`src/rtl/pets_pkg.sv`:
```
// ----------------------------------------------------------------------------
// pets_pkg
// types, codes and defaults shared by the pwm event table sequencer files
// ----------------------------------------------------------------------------
package pets_pkg;

	localparam int unsigned TABLE_DEPTH_DEF = 32;
	localparam int unsigned MASK_BYTES_DEF  = 4;
	localparam int unsigned SLOWDOWN_DEF    = 1;
	localparam int unsigned RESOLUTION_DEF  = 256;

	localparam int unsigned PORT_MASK_W = 32;
	localparam int unsigned TICK_W      = 16;
	localparam int unsigned CYCLE_W     = 8;

	typedef enum logic [1:0] {
		OP_EXPIRY      = 2'd0,
		OP_WRITE_ENTRY = 2'd1,
		OP_WRITE_ATTR  = 2'd2,
		OP_SWAP_REQ    = 2'd3
	} op_t;

	typedef enum logic [1:0] {
		SW_IDLE      = 2'd0,
		SW_REQUESTED = 2'd1,
		SW_INITIATED = 2'd2,
		SW_COPYING   = 2'd3
	} swap_state_t;

	typedef struct packed {
		op_t         operation;
		logic [4:0]  entry_index;
		logic [31:0] entry_mask;
		logic [15:0] entry_ticks;
		logic [5:0]  work_entry_count;
		logic [31:0] work_idle_bits;
	} req_item_t;

	typedef struct packed {
		logic [31:0] port_mask;
		logic [15:0] next_interval;
		logic        cycle_wrapped;
		logic [7:0]  cycle_count;
		swap_state_t swap_phase;
	} rsp_item_t;

	// what the control stage hands to the result stage for one expiry
	typedef struct packed {
		logic                     idle_path;
		logic                     fwd;
		logic                     wrapped;
		logic [PORT_MASK_W-1:0]   idle_mask;
		logic [CYCLE_W-1:0]       cycles;
		swap_state_t              swap;
	} event_info_t;

endpackage

```
`src/rtl/pets_stream_if.sv`:
```
// ----------------------------------------------------------------------------
// pets_stream_if
// valid/ready channel carrying one item per transfer
// ----------------------------------------------------------------------------
interface pets_stream_if #(
	parameter type T = logic
);
	logic valid;
	logic ready;
	T     data;

	modport source (output valid, output data, input ready);
	modport sink   (input valid, input data, output ready);
endinterface

```
`src/rtl/pets_ram.sv`:
```
// ----------------------------------------------------------------------------
// pets_ram
// generic single write port, single read port ram with registered read
// ----------------------------------------------------------------------------
module pets_ram #(
	parameter int unsigned WIDTH = 8,
	parameter int unsigned DEPTH = 2,
	parameter int unsigned AW    = (DEPTH > 1) ? $clog2(DEPTH) : 1
) (
	input  logic             clk,
	input  logic             we,
	input  logic [AW-1:0]    waddr,
	input  logic [WIDTH-1:0] wdata,
	input  logic             re,
	input  logic [AW-1:0]    raddr,
	output logic [WIDTH-1:0] rdata
);

	logic [WIDTH-1:0] mem [DEPTH];

	always_ff @(posedge clk) begin
		if (we) begin
			mem[waddr] <= wdata;
		end
		if (re) begin
			rdata <= mem[raddr];
		end
	end

endmodule

```
`src/rtl/pets_ctrl.sv`:
```
// ----------------------------------------------------------------------------
// pets_ctrl
// input handshake, table attributes, swap state machine and read issue
// ----------------------------------------------------------------------------
module pets_ctrl
	import pets_pkg::*;
#(
	parameter int unsigned TABLE_DEPTH = TABLE_DEPTH_DEF,
	parameter int unsigned MASK_W      = 32,
	parameter int unsigned IDXW        = 5,
	parameter int unsigned CNTW        = 6
) (
	input  logic                clk,
	input  logic                arst_n,
	pets_stream_if.sink         req,
	// pending table write and copy read
	output logic                pend_we,
	output logic [IDXW-1:0]     pend_waddr,
	output logic [MASK_W+15:0]  pend_wdata,
	output logic                pend_re,
	output logic [IDXW-1:0]     pend_raddr,
	// active table copy write and event read
	output logic                act_we,
	output logic [IDXW-1:0]     act_waddr,
	output logic                act_re,
	output logic [IDXW-1:0]     act_raddr,
	// read stage towards the result stage
	output logic                s1_valid,
	output event_info_t         info,
	input  logic                advance
);

	swap_state_t         state_q, state_d;
	logic [CNTW-1:0]     act_count_q, act_count_d;
	logic [MASK_W-1:0]   act_idle_q, act_idle_d;
	logic [CNTW-1:0]     pend_count_q, pend_count_d;
	logic [MASK_W-1:0]   pend_idle_q, pend_idle_d;
	logic [IDXW-1:0]     event_idx_q, event_idx_d;
	logic [CNTW-1:0]     copy_idx_q, copy_idx_d;
	logic [CYCLE_W-1:0]  cycles_q, cycles_d;
	logic                s1_valid_q;
	event_info_t         info_s1, info_d;
	logic                copy_en_s1, copy_en;
	logic [IDXW-1:0]     copy_addr_s1;
	logic                accept;
	logic                expiry;
	logic [CNTW-1:0]     event_inc;
	logic [31:0]         count_sat;

	assign req.ready = !s1_valid_q;
	assign accept    = req.valid && req.ready;
	assign expiry    = accept && (req.data.operation == OP_EXPIRY);

	assign pend_we    = accept && (req.data.operation == OP_WRITE_ENTRY)
		&& (32'(req.data.entry_index) < 32'(TABLE_DEPTH));
	assign pend_waddr = IDXW'(req.data.entry_index);
	assign pend_wdata = {req.data.entry_mask[MASK_W-1:0], req.data.entry_ticks};
	assign pend_re    = expiry;
	assign pend_raddr = IDXW'(copy_idx_q);
	assign act_re     = expiry;
	assign act_raddr  = event_idx_q;
	// copy lands when the event leaves the read stage
	assign act_we     = advance && copy_en_s1;
	assign act_waddr  = copy_addr_s1;

	assign s1_valid = s1_valid_q;
	assign info     = info_s1;

	assign event_inc = CNTW'(event_idx_q) + CNTW'(1);
	assign count_sat = (32'(req.data.work_entry_count) > 32'(TABLE_DEPTH)) ?
		32'(TABLE_DEPTH) : 32'(req.data.work_entry_count);

	always_ff @(posedge clk or negedge arst_n) begin
		if (!arst_n) begin
			state_q <= SW_IDLE;
		end else begin
			state_q <= state_d;
		end
	end

	always_comb begin
		state_d      = state_q;
		act_count_d  = act_count_q;
		act_idle_d   = act_idle_q;
		pend_count_d = pend_count_q;
		pend_idle_d  = pend_idle_q;
		event_idx_d  = event_idx_q;
		copy_idx_d   = copy_idx_q;
		cycles_d     = cycles_q;
		copy_en      = 1'b0;
		info_d.idle_path = (act_count_q == '0);
		info_d.fwd       = 1'b0;
		info_d.wrapped   = 1'b0;
		info_d.idle_mask = PORT_MASK_W'(act_idle_q);
		info_d.cycles    = cycles_q;
		info_d.swap      = state_q;
		if (accept) begin
			unique case (req.data.operation)
				OP_WRITE_ENTRY: begin
				end
				OP_WRITE_ATTR: begin
					pend_count_d = CNTW'(count_sat);
					pend_idle_d  = req.data.work_idle_bits[MASK_W-1:0];
				end
				OP_SWAP_REQ: begin
					if (state_q == SW_IDLE) begin
						state_d = SW_REQUESTED;
					end
				end
				OP_EXPIRY: begin
					if (act_count_q == '0) begin
						if (state_q == SW_INITIATED) begin
							state_d    = SW_IDLE;
							copy_idx_d = '0;
						end
						if (state_d == SW_REQUESTED) begin
							state_d     = SW_INITIATED;
							act_idle_d  = pend_idle_q;
							act_count_d = pend_count_q;
							event_idx_d = '0;
						end
					end else begin
						if (state_q == SW_INITIATED || state_q == SW_COPYING) begin
							copy_en    = 32'(copy_idx_q) < 32'(TABLE_DEPTH);
							copy_idx_d = copy_idx_q + CNTW'(1);
							state_d    = SW_COPYING;
						end
						// the entry being copied is also the one read: take it from pending
						info_d.fwd = copy_en && (32'(copy_idx_q) == 32'(event_idx_q));
						if (event_inc >= act_count_q) begin
							event_idx_d = '0;
							if (state_d == SW_COPYING) begin
								state_d    = SW_IDLE;
								copy_idx_d = '0;
							end
							if (state_d == SW_REQUESTED) begin
								state_d     = SW_INITIATED;
								act_idle_d  = pend_idle_q;
								act_count_d = pend_count_q;
							end
							cycles_d       = cycles_q + CYCLE_W'(1);
							info_d.wrapped = 1'b1;
						end else begin
							event_idx_d = IDXW'(event_inc);
						end
					end
					info_d.cycles = cycles_d;
					info_d.swap   = state_d;
				end
				default: begin
				end
			endcase
		end
	end

	always_ff @(posedge clk or negedge arst_n) begin
		if (!arst_n) begin
			act_count_q  <= '0;
			act_idle_q   <= '0;
			pend_count_q <= '0;
			pend_idle_q  <= '0;
			event_idx_q  <= '0;
			copy_idx_q   <= '0;
			cycles_q     <= '0;
			s1_valid_q   <= 1'b0;
			copy_en_s1   <= 1'b0;
		end else begin
			act_count_q  <= act_count_d;
			act_idle_q   <= act_idle_d;
			pend_count_q <= pend_count_d;
			pend_idle_q  <= pend_idle_d;
			event_idx_q  <= event_idx_d;
			copy_idx_q   <= copy_idx_d;
			cycles_q     <= cycles_d;
			if (expiry) begin
				s1_valid_q <= 1'b1;
				copy_en_s1 <= copy_en;
			end else if (advance) begin
				s1_valid_q <= 1'b0;
				copy_en_s1 <= 1'b0;
			end
		end
	end

	always_ff @(posedge clk) begin
		if (expiry) begin
			info_s1      <= info_d;
			copy_addr_s1 <= IDXW'(copy_idx_q);
		end
	end

endmodule

```
`src/rtl/pets_out.sv`:
```
// ----------------------------------------------------------------------------
// pets_out
// resolves the table read into a result and holds it in the output register
// ----------------------------------------------------------------------------
module pets_out
	import pets_pkg::*;
#(
	parameter int unsigned MASK_W     = 32,
	parameter int unsigned SLOWDOWN   = SLOWDOWN_DEF,
	parameter int unsigned RESOLUTION = RESOLUTION_DEF
) (
	input  logic               clk,
	input  logic               arst_n,
	input  logic               s1_valid,
	input  event_info_t        info,
	input  logic [MASK_W+15:0] act_rdata,
	input  logic [MASK_W+15:0] pend_rdata,
	output logic               advance,
	pets_stream_if.source      rsp
);

	localparam logic [TICK_W-1:0] IDLE_INTERVAL = TICK_W'((RESOLUTION * SLOWDOWN) % 65536);

	logic               out_valid_q;
	rsp_item_t          out_data_q;
	rsp_item_t          result;
	logic [MASK_W+15:0] entry;
	logic [31:0]        scaled;

	assign advance = s1_valid && (!out_valid_q || rsp.ready);
	assign entry   = info.fwd ? pend_rdata : act_rdata;
	assign scaled  = 32'(entry[TICK_W-1:0]) * 32'(SLOWDOWN);

	always_comb begin
		result.port_mask     = info.idle_path ? info.idle_mask
			: PORT_MASK_W'(entry[MASK_W+15:TICK_W]);
		result.next_interval = info.idle_path ? IDLE_INTERVAL : scaled[TICK_W-1:0];
		result.cycle_wrapped = info.wrapped;
		result.cycle_count   = info.cycles;
		result.swap_phase    = info.swap;
	end

	always_ff @(posedge clk or negedge arst_n) begin
		if (!arst_n) begin
			out_valid_q <= 1'b0;
		end else if (advance) begin
			out_valid_q <= 1'b1;
		end else if (rsp.ready) begin
			out_valid_q <= 1'b0;
		end
	end

	always_ff @(posedge clk) begin
		if (advance) begin
			out_data_q <= result;
		end
	end

	assign rsp.valid = out_valid_q;
	assign rsp.data  = out_data_q;

endmodule

```
`src/rtl/pwm_event_table_sequencer_unit.sv`:
```
// ----------------------------------------------------------------------------
// pwm_event_table_sequencer_unit
// double-buffered pwm event table sequencer, one result per timer expiry
// ----------------------------------------------------------------------------
// Entry writes, attribute writes and swap requests take effect at transfer.
// A timer expiry also passes the read stage: the active and pending tables are
// read in the transfer cycle, and once the result register can take it the
// registered ram data (or the pending entry being copied, when both name the
// same slot) is scaled and loaded into the result register, while the swap
// copy writes the active table. The input stays not-ready while an expiry sits
// in the read stage, so no request is taken until it moves on. Tables are not
// cleared at reset; an active entry no swap has copied reads as whatever the ram holds.
module pwm_event_table_sequencer_unit
	import pets_pkg::*;
#(
	parameter int unsigned TABLE_DEPTH = TABLE_DEPTH_DEF,
	parameter int unsigned MASK_BYTES  = MASK_BYTES_DEF,
	parameter int unsigned SLOWDOWN    = SLOWDOWN_DEF,
	parameter int unsigned RESOLUTION  = RESOLUTION_DEF
) (
	input  logic          clk,
	input  logic          arst_n,
	pets_stream_if.sink   req,
	pets_stream_if.source rsp
);

	localparam int unsigned IDXW    = (TABLE_DEPTH > 1) ? $clog2(TABLE_DEPTH) : 1;
	localparam int unsigned CNTW    = $clog2(TABLE_DEPTH + 1);
	localparam int unsigned MASK_W  = (8 * MASK_BYTES > 32) ? 32 : 8 * MASK_BYTES;
	localparam int unsigned ENTRY_W = MASK_W + TICK_W;

	logic               pend_we, pend_re, act_we, act_re;
	logic [IDXW-1:0]    pend_waddr, pend_raddr, act_waddr, act_raddr;
	logic [ENTRY_W-1:0] pend_wdata, pend_rdata, act_rdata;
	logic               s1_valid, advance;
	event_info_t        info;

	pets_ctrl #(
		.TABLE_DEPTH (TABLE_DEPTH),
		.MASK_W      (MASK_W),
		.IDXW        (IDXW),
		.CNTW        (CNTW)
	) u_ctrl (
		.clk        (clk),
		.arst_n     (arst_n),
		.req        (req),
		.pend_we    (pend_we),
		.pend_waddr (pend_waddr),
		.pend_wdata (pend_wdata),
		.pend_re    (pend_re),
		.pend_raddr (pend_raddr),
		.act_we     (act_we),
		.act_waddr  (act_waddr),
		.act_re     (act_re),
		.act_raddr  (act_raddr),
		.s1_valid   (s1_valid),
		.info       (info),
		.advance    (advance)
	);

	pets_ram #(
		.WIDTH (ENTRY_W),
		.DEPTH (TABLE_DEPTH),
		.AW    (IDXW)
	) u_pend_ram (
		.clk   (clk),
		.we    (pend_we),
		.waddr (pend_waddr),
		.wdata (pend_wdata),
		.re    (pend_re),
		.raddr (pend_raddr),
		.rdata (pend_rdata)
	);

	// the copy writes the pending entry just read straight into the active table
	pets_ram #(
		.WIDTH (ENTRY_W),
		.DEPTH (TABLE_DEPTH),
		.AW    (IDXW)
	) u_act_ram (
		.clk   (clk),
		.we    (act_we),
		.waddr (act_waddr),
		.wdata (pend_rdata),
		.re    (act_re),
		.raddr (act_raddr),
		.rdata (act_rdata)
	);

	pets_out #(
		.MASK_W     (MASK_W),
		.SLOWDOWN   (SLOWDOWN),
		.RESOLUTION (RESOLUTION)
	) u_out (
		.clk        (clk),
		.arst_n     (arst_n),
		.s1_valid   (s1_valid),
		.info       (info),
		.act_rdata  (act_rdata),
		.pend_rdata (pend_rdata),
		.advance    (advance),
		.rsp        (rsp)
	);

endmodule

```
`src/flat_wrapper.sv`:
```
// flat-port wrapper written by rule: the top's interface ports become plain ports
module pwm_event_table_sequencer_unit_flat import pets_pkg::*;
#(
	parameter int unsigned TABLE_DEPTH = TABLE_DEPTH_DEF,
	parameter int unsigned MASK_BYTES  = MASK_BYTES_DEF,
	parameter int unsigned SLOWDOWN    = SLOWDOWN_DEF,
	parameter int unsigned RESOLUTION  = RESOLUTION_DEF
)
  (clk, arst_n, req_valid, req_data, req_ready, rsp_valid, rsp_data, rsp_ready);
  pets_stream_if #(.T(req_item_t)) req_i ();
  pets_stream_if #(.T(rsp_item_t)) rsp_i ();
  input  logic clk;
  input  logic arst_n;
  input wire logic [$bits(req_i.valid)-1:0] req_valid;
  input wire logic [$bits(req_i.data)-1:0] req_data;
  output wire logic [$bits(req_i.ready)-1:0] req_ready;
  output wire logic [$bits(rsp_i.valid)-1:0] rsp_valid;
  output wire logic [$bits(rsp_i.data)-1:0] rsp_data;
  input wire logic [$bits(rsp_i.ready)-1:0] rsp_ready;
  assign req_i.valid = req_valid;
  assign req_i.data = req_data;
  assign req_ready = req_i.ready;
  assign rsp_valid = rsp_i.valid;
  assign rsp_data = rsp_i.data;
  assign rsp_i.ready = rsp_ready;
  pwm_event_table_sequencer_unit #(.TABLE_DEPTH(TABLE_DEPTH), .MASK_BYTES(MASK_BYTES), .SLOWDOWN(SLOWDOWN), .RESOLUTION(RESOLUTION)) u_core (.clk(clk), .arst_n(arst_n), .req(req_i), .rsp(rsp_i));
endmodule
```
`config.mk`:
```
export PLATFORM = sky130hd
export DESIGN_NAME = pwm_event_table_sequencer_unit_flat
export DESIGN_NICKNAME = d
export VERILOG_FILES = /design/src/rtl/pets_pkg.sv /design/src/rtl/pets_stream_if.sv /design/src/rtl/pets_ram.sv /design/src/rtl/pets_ctrl.sv /design/src/rtl/pets_out.sv /design/src/rtl/pwm_event_table_sequencer_unit.sv /design/src/flat_wrapper.sv
export SDC_FILE = /design/constraint.sdc
export NUM_CORES = 2
export LEC_CHECK = 0
export BUFFER_PORTS_ARGS = -buffer_cell sky130_fd_sc_hd__buf_2
export CORE_ASPECT_RATIO = 1.5
export CORE_MARGIN = 1.5
export CORE_UTILIZATION = 25
export DETAILED_ROUTE_END_ITERATION = 6
export GPL_ROUTABILITY_DRIVEN = 0
export HOLD_SLACK_MARGIN = 0.12
export SLEW_MARGIN = 20
export SYNTH_ARGS = -nofsm -noshare
export SYNTH_HDL_FRONTEND = slang
export SYNTH_SLANG_ARGS = --single-unit
```
`constraint.sdc`:
```
create_clock -name clk -period 6.46 [get_ports clk]
set_input_delay 0 -clock clk [delete_from_list [all_inputs] [get_ports clk]]
set_output_delay 0 -clock clk [all_outputs]
set_load 0.03 [all_outputs]
```
# Word level (Yosys, flattened, before mapping)
# Memory sizes are Yosys's and may differ from the RTL's. A register that Yosys moved wholly into a read port is not among the register bits.
# Cells that the tools add are included.
# Widths: inputs -> output; s select.
[word_totals]
n_memories = 2
ff_bits = 209
in_bits = 97
ram_bits = 3072
[op_classes]
reduce_logical = 25
add_sub_neg = 3
n_eq_ne = 12
mux = 59
bitwise_logic = 2
order_cmp = 3
[memory_table]
columns = ["name", "depth", "width", "read_ports", "rd_ports_with_merged_regs", "write_ports", "line", "text"]
rows = [
  ["u_core.u_act_ram.mem", 32, 48, 1, 1, 1, "pets_ram.sv:19", "logic [WIDTH-1:0] mem [DEPTH];"],
  ["u_core.u_pend_ram.mem", 32, 48, 1, 1, 1, "pets_ram.sv:19", ""],
]
[op_table]
columns = ["op", "n"]
rows = [
  ["$mux 32", 5],
  ["$mux 6", 10],
  ["$mux 48", 1],
  ["$mux 2", 18],
  ["$mux 10", 2],
  ["$mux 1", 17],
  ["$mux 8", 2],
  ["$mux 5", 3],
  ["$eq 2x2->1 const B", 5],
  ["$reduce_bool 2->1", 5],
  ["$reduce_and 3->1", 3],
  ["$add 8x1->8 const B", 1],
  ["$add 5x1->6 const B", 1],
  ["$add 6x1->6 const B", 1],
  ["$eq 2x1->1 const B", 3],
  ["$eq 6x5->1", 1],
  ["$ge 6x6->1", 1],
  ["$gt 6x6->1 const B", 1],
  ["$logic_and 1x1->1", 6],
  ["$logic_not 6->1", 1],
  ["$lt 6x6->1 const B", 1],
  ["$reduce_and 5->1", 1],
  ["$logic_not 2->1", 2],
  ["$ne 2x1->1 const B", 2],
  ["other kinds (7)", 11],
]

# Longest topological paths before layout
[logic_depth]
word_depth = 18
ltp_mapped = 13
ltp_nobuf = 9

# Modules after synthesis
# Synthesis repeated with hierarchy kept, for this count alone.
[hier_totals]
cells_unflattened = 7381
hier_area_um2 = 131666.3
[modules_own_cells]
columns = ["mod", "seq_area_each_um2", "area_per_inst_um2", "cells_each", "instances"]
rows = [
  ["pets_ram", 47565.6, 61205.0, 3364, 2],
  ["pets_ctrl", 3978.8, 6503.7, 447, 1],
  ["pets_out", 1796.7, 2752.6, 206, 1],
]

# Worst setup path after synthesis
# OpenSTA, ideal clock, no wires.
[synth_timing]
path_type = "reg-to-reg"
from = "register u_core.u_out.out_valid_q, in the netlist u_core.u_out.rsp.valid"
to = "memory u_core.u_act_ram.mem[12][0] (netlist name), enable pin"
setup_ps = 454
arrival_time_ps = 4858
slack_ps = 1149
required_ps = 6006
synth_period_minus_slack_ps = 5311
stages_incl_launch_ff = 6
path_cell_list = "dfrtp_1 > nand2b_1 > and2_1 > nand3_1 > or3b_1 > nor2_1"
[synth_via]
elab_chain_cells = 6
[synth_lines]
columns = ["item", "line", "text"]
rows = [
  ["start, declared", "pets_out.sv:24", "logic out_valid_q;"],
  ["start signal, assigned", "pets_out.sv:45", "out_valid_q <= 1'b0;"],
  ["start signal, assigned", "pets_out.sv:47", "out_valid_q <= 1'b1;"],
  ["start signal, assigned", "pets_out.sv:49", "out_valid_q <= 1'b0;"],
  ["$logic_not 1->1", "pets_out.sv:30", "assign advance = s1_valid && (!out_valid_q || rsp.ready);"],
  ["$logic_or 1x1->1", "pets_out.sv:30", ""],
  ["$logic_and 1x1->1", "pets_out.sv:30", ""],
  ["net u_core.advance", "pwm_event_table_sequencer_unit.sv:35", "logic s1_valid, advance;"],
  ["$logic_and 1x1->1", "pets_ctrl.sv:63", "assign act_we = advance && copy_en_s1;"],
  ["$mux 1", "pets_ram.sv:22", "if (we) begin"],
  ["$mux 1 (implied by the code)", "pets_ram.sv:23", "mem[waddr] <= wdata;"],
  ["end, declared", "pets_ram.sv:19", ""],
]
# The timed path passes the listed nets, and every way through them passes these cells.

# Final worst setup path
[layout_timing]
from = "register u_core.u_ctrl.event_idx_q[1], in the netlist u_core.u_ctrl.act_raddr[1]"
to = "register u_core.u_ctrl.act_idle_q[13]"
[layout_via]
elab_chain_cells = 4
[layout_lines]
columns = ["item", "line", "text"]
rows = [
  ["start, declared", "pets_ctrl.sv:38", "logic [IDXW-1:0] event_idx_q, event_idx_d;"],
  ["start signal, assigned", "pets_ctrl.sv:172", "event_idx_q <= event_idx_d;"],
  ["$add 5x1->6", "pets_ctrl.sv:69", "assign event_inc = CNTW'(event_idx_q) + CNTW'(1);"],
  ["$ge 6x6->1", "pets_ctrl.sv:130", "if (event_inc >= act_count_q) begin"],
  ["$reduce_bool 2->1 (no source line)", "n/a", ""],
  ["$reduce_and 5->1 (no source line)", "n/a", ""],
  ["end signal, assigned", "pets_ctrl.sv:169", "act_idle_q <= act_idle_d;"],
  ["end, declared", "pets_ctrl.sv:35", "logic [MASK_W-1:0] act_idle_q, act_idle_d;"],
]
# No other way between the ends.
# A chain may end at the register's enable or synchronous reset.

==> flow_summary_export.csv <==
group,metric,value,unit
logic_synthesis,synth_common_cells,"edfxtp_1, mux4_2, clkbuf_1",
worst_hold_path,hold_path.class,"in2reg",
job,drv_cap,0,
finish,fillCellCount,48900,
logic_synthesis,yosysMostFrequentCell,"edfxtp_1",
logic_synthesis,synth_edf_count,3277,
logic_synthesis,yosys-top-cells-area,"edfxtp_1, mux4_2, dfrtp_1",
global_route,grt-ovfl-total,0,
finish,synthToLayoutAreaGrowth,17.2,%
drt,vias_per_cell,4.46,
timing,layout_min_cycle_time,4310,ps
drt,wl_per_cell,25.7,um
worst_hold_path,hold_start,"req_data[47]",
die,die_area,517000,sq um
timing,finalMaxSlewViolations,0,
timing,setup_viol,0,
logic_synthesis,synth_largest_area_cell,"edfxtp_1",
critical_path,crit_chain,"ha_1, nand3_1, xnor2_1, ha_1, nand4_1, o211ai_1, nand2_4, mux2_1",
pwr,ir_drop,0.000240,V
clock_tree,numCtsBuffers,316,
logic_synthesis,async_flop_share,2.96,%
finish,final_nets,5812,
pwr,p_per_area,321,nW/um^2
drt,dr_total_vias,56900,
critical_path,max_stage_delay,1000,ps
timing,period_share,66.7,%
timing,rsz0062_at_grt,"false",
critical_path,reg2reg_from,"u_core.u_ctrl.act_raddr[1]",
logic_synthesis,syn-num-nets,5263,
clock_tree,cts_tree,"yes",
logic_synthesis,netlist_instances,5156,
critical_path,cp-end-kind,"flip-flop",
global_route,grt_pass1_wl,459000,um
clock_tree,cts_sinks,3377,
die,core,510000,sq um
logic_synthesis,ys_seq_area_share,78.7,%
logic_synthesis,synth_ff_type,"edfxtp_1",
clock_tree,clk_latency,900,ps
finish,layout-drive-gt1-share,32.8,%
finish,multi_input_area,26400,sq um
timing,fin_skew,45.5,ps
logic_synthesis,synth_cell_types,57,
global_route,grt_max_degree,151,
die,fp.dieH,880,um
clock_tree,cts-root-buf,"clkbuf_16",
place,io_buffers,157,
timing,hold_violations,0,
worst_hold_path,min_path_cells,2,
die,die_w,588,um
clock_tree,path_clk_slew,70,ps
critical_path,regToRegSetupSlack,2150,ps
logic_synthesis,synth_top_area_share,76.8,%
critical_path,critPathMostFrequentCell,"ha_1",
logic_synthesis,avgSynthCellArea,24.9,sq um
global_route,grt_use_total,12.4,%
clock_tree,htreeDepth,5,
die,io_pins,158,
timing,tightest_slew,1150,ps
finish,seq_area,101000,sq um
drt,route.detailed.drc,0,
timing,slew_headroom,23.6,%
die,rows,321,
critical_path,reg2reg_depth,8,
critical_path,path_class,"reg2reg",
drt,drt_wl_total,328000,um
critical_path,worst_setup_path_start_kind,"flip-flop",
timing,max_freq,0.232,GHz
timing,hold_ws,192,ps
logic_synthesis,syn-cell-area,128000,sq um
pwr,total_leakage_power,0.0451,uW
global_route,antenna_found_initial,63,
drt,drt.antenna.violating_nets,0,
global_route,grt_pass1_vias,60800,
timing,setup-tns-final,0,ps
logic_synthesis,yosys_warnings,0,
die,start_util,25.1,%
place,place.detailed.hpwl,184000,um
critical_path,r2r-end,"u_core.u_ctrl.act_idle_q[13]",
clock_tree,cts_buffer_depth,4,
critical_path,cp.required,7200,ps
critical_path,critPathMaxFanout,55,
critical_path,slowest_stage,"dfrtp_4",
worst_hold_path,hold_path_end,"u_core.u_pend_ram.mem[31][9]",
drt,first_pass_iters,7,
critical_path,worst_ep_arrival_time,5050,ps
outcome,outcome,"completed",
drt,drtIter0Drc,5622,
logic_synthesis,synth-seq-cells,3377,
## per-stage QoR
step / worst slack, ps / instances / util, % / instance area (sq um) / power, uW
finish: 2150 / 12700 / 29.4 / 150000 / 48100
global route: 1860 / 12700 / 29.4 / 150000 / 49600
CTS: 2140 / 12700 / 29.4 / 150000 / 48600
detailed placement: 2100 / 12000 / 27.1 / 138000 / 30000
global placement: 2130 / 12000 / 27.1 / 138000 / 29900
floorplan: 1150 / 5156 / - / 128000 / 28600
## cell usage in the layout, fill, tap and decap left out, types with 14 or more instances in the layout
cell,Yosys,routed
edfxtp_1,3277,3277
mux4_2,952,952
clkbuf_16,0,320
dlygate4sd3_1,0,177
buf_2,45,156
mux2_2,126,126
buf_4,28,119
dfrtp_1,100,91
clkinv_1,0,66
nor2_4,0,64
clkinv_2,0,57
nand2_1,57,56
mux2i_1,51,50
clkbuf_1,128,41
o21ai_0,37,37
buf_12,0,31
bufinv_16,0,30
nor2_1,91,27
mux2_1,23,23
inv_6,0,18
mux2_4,16,16
clkinvlp_4,0,16
inv_1,15,15
diode_2,0,14
## cell type report
class                   instances  area share, %
clock inverters               200           1.28
flip-flops and latches       3377           67.2
clock buffers                 361           5.43
diodes                         14         0.0233
well taps                    6783           5.65
inverters                      18         0.0533
multi-input cells            1503           17.6
repair buffers                489           2.78
## critical path: cells and delay by family, from the launching register on
family | cells | cell delay (ps)
compound gates | 1 | 620
xor+xnor | 1 | 210
fa+ha+maj | 2 | 680
flops | 1 | 1000
mux | 1 | 560
simple gates | 3 | 1040
## how the worst max path moves through the flow
| stage | startpoint | endpoint |
|---|---|---|
| floorplan | u_core.u_out.rsp.valid | u_core.u_act_ram.mem[12][0] |
| global placement | u_core.u_ctrl.act_raddr[1] | u_core.u_ctrl.act_idle_q[2] |
| detailed placement | u_core.u_ctrl.act_raddr[1] | u_core.u_ctrl.act_idle_q[31] |
| CTS | u_core.u_ctrl.act_raddr[1] | u_core.u_ctrl.act_idle_q[13] |
| global route | u_core.u_ctrl.act_raddr[1] | u_core.u_ctrl.act_idle_q[12] |
| finish | u_core.u_ctrl.act_raddr[1] | u_core.u_ctrl.act_idle_q[13] |
## repair_timing
action | 4_1_cts | 5_1_grt
endpoints found under the hold margin | 2072 | 0
hold buffers | 178 | 0
gates resized for setup | 0 | 0
setup buffers | 0 | 0
endpoints found under the setup margin | 0 | 0
## metal layers
layer	vias up	GRT usage, %	wire (um)
li1	23300	-	-
met1	31100	14.1	121000
met2	1876	23.3	179000
met3	594	1.80	16600
met4	38	4.15	11100
met5	-	0	248
## power by group
group	internal (uW)	leakage, uW	switching, uW	total (uW)
Sequential	24200	0.0308	396	24600
Clock	10300	0.00492	8210	18500
Combinational	2660	0.00945	2300	4960
## cell families (layout without fill, tap and decap cells)
family / count (synthesis) / after routing / synth area share (%)
buffers and inverters: 276 / 1068 / 1.05
adder cells (fa/ha/maj): 10 / 10 / 0.0976
other: 0 / 14 / 0
flip-flops: 3377 / 3377 / 78.7
AO/OA/AOI/OAI: 80 / 80 / 0.365
XOR/XNOR: 23 / 23 / 0.157
AND/OR/NAND/NOR: 214 / 214 / 0.789
multiplexers: 1176 / 1176 / 18.8
## flip-flops by register name (all words and copies together) (netlist names)
signal,flops
u_core.u_ctrl.act_idle_q,32
u_core.u_act_ram.rdata,48
u_core.u_pend_ram.rdata,48
u_core.u_ctrl.copy_en_s1,1
u_core.u_out.rsp.data,59
u_core.u_act_ram.mem,1536
u_core.u_ctrl.state_q,2
u_core.u_pend_ram.mem,1536
u_core.u_ctrl.copy_idx_q,6
u_core.u_ctrl.s1_valid,1
u_core.u_ctrl.act_raddr,5
u_core.u_ctrl.act_waddr,5
u_core.u_ctrl.act_count_q,6
u_core.u_ctrl.pend_count_q,6
u_core.u_out.rsp.valid,1
u_core.u_ctrl.pend_idle_q,32
u_core.u_ctrl.cycles_q,8
u_core.u_ctrl.info,45
(Power assumes the default switching activity.)
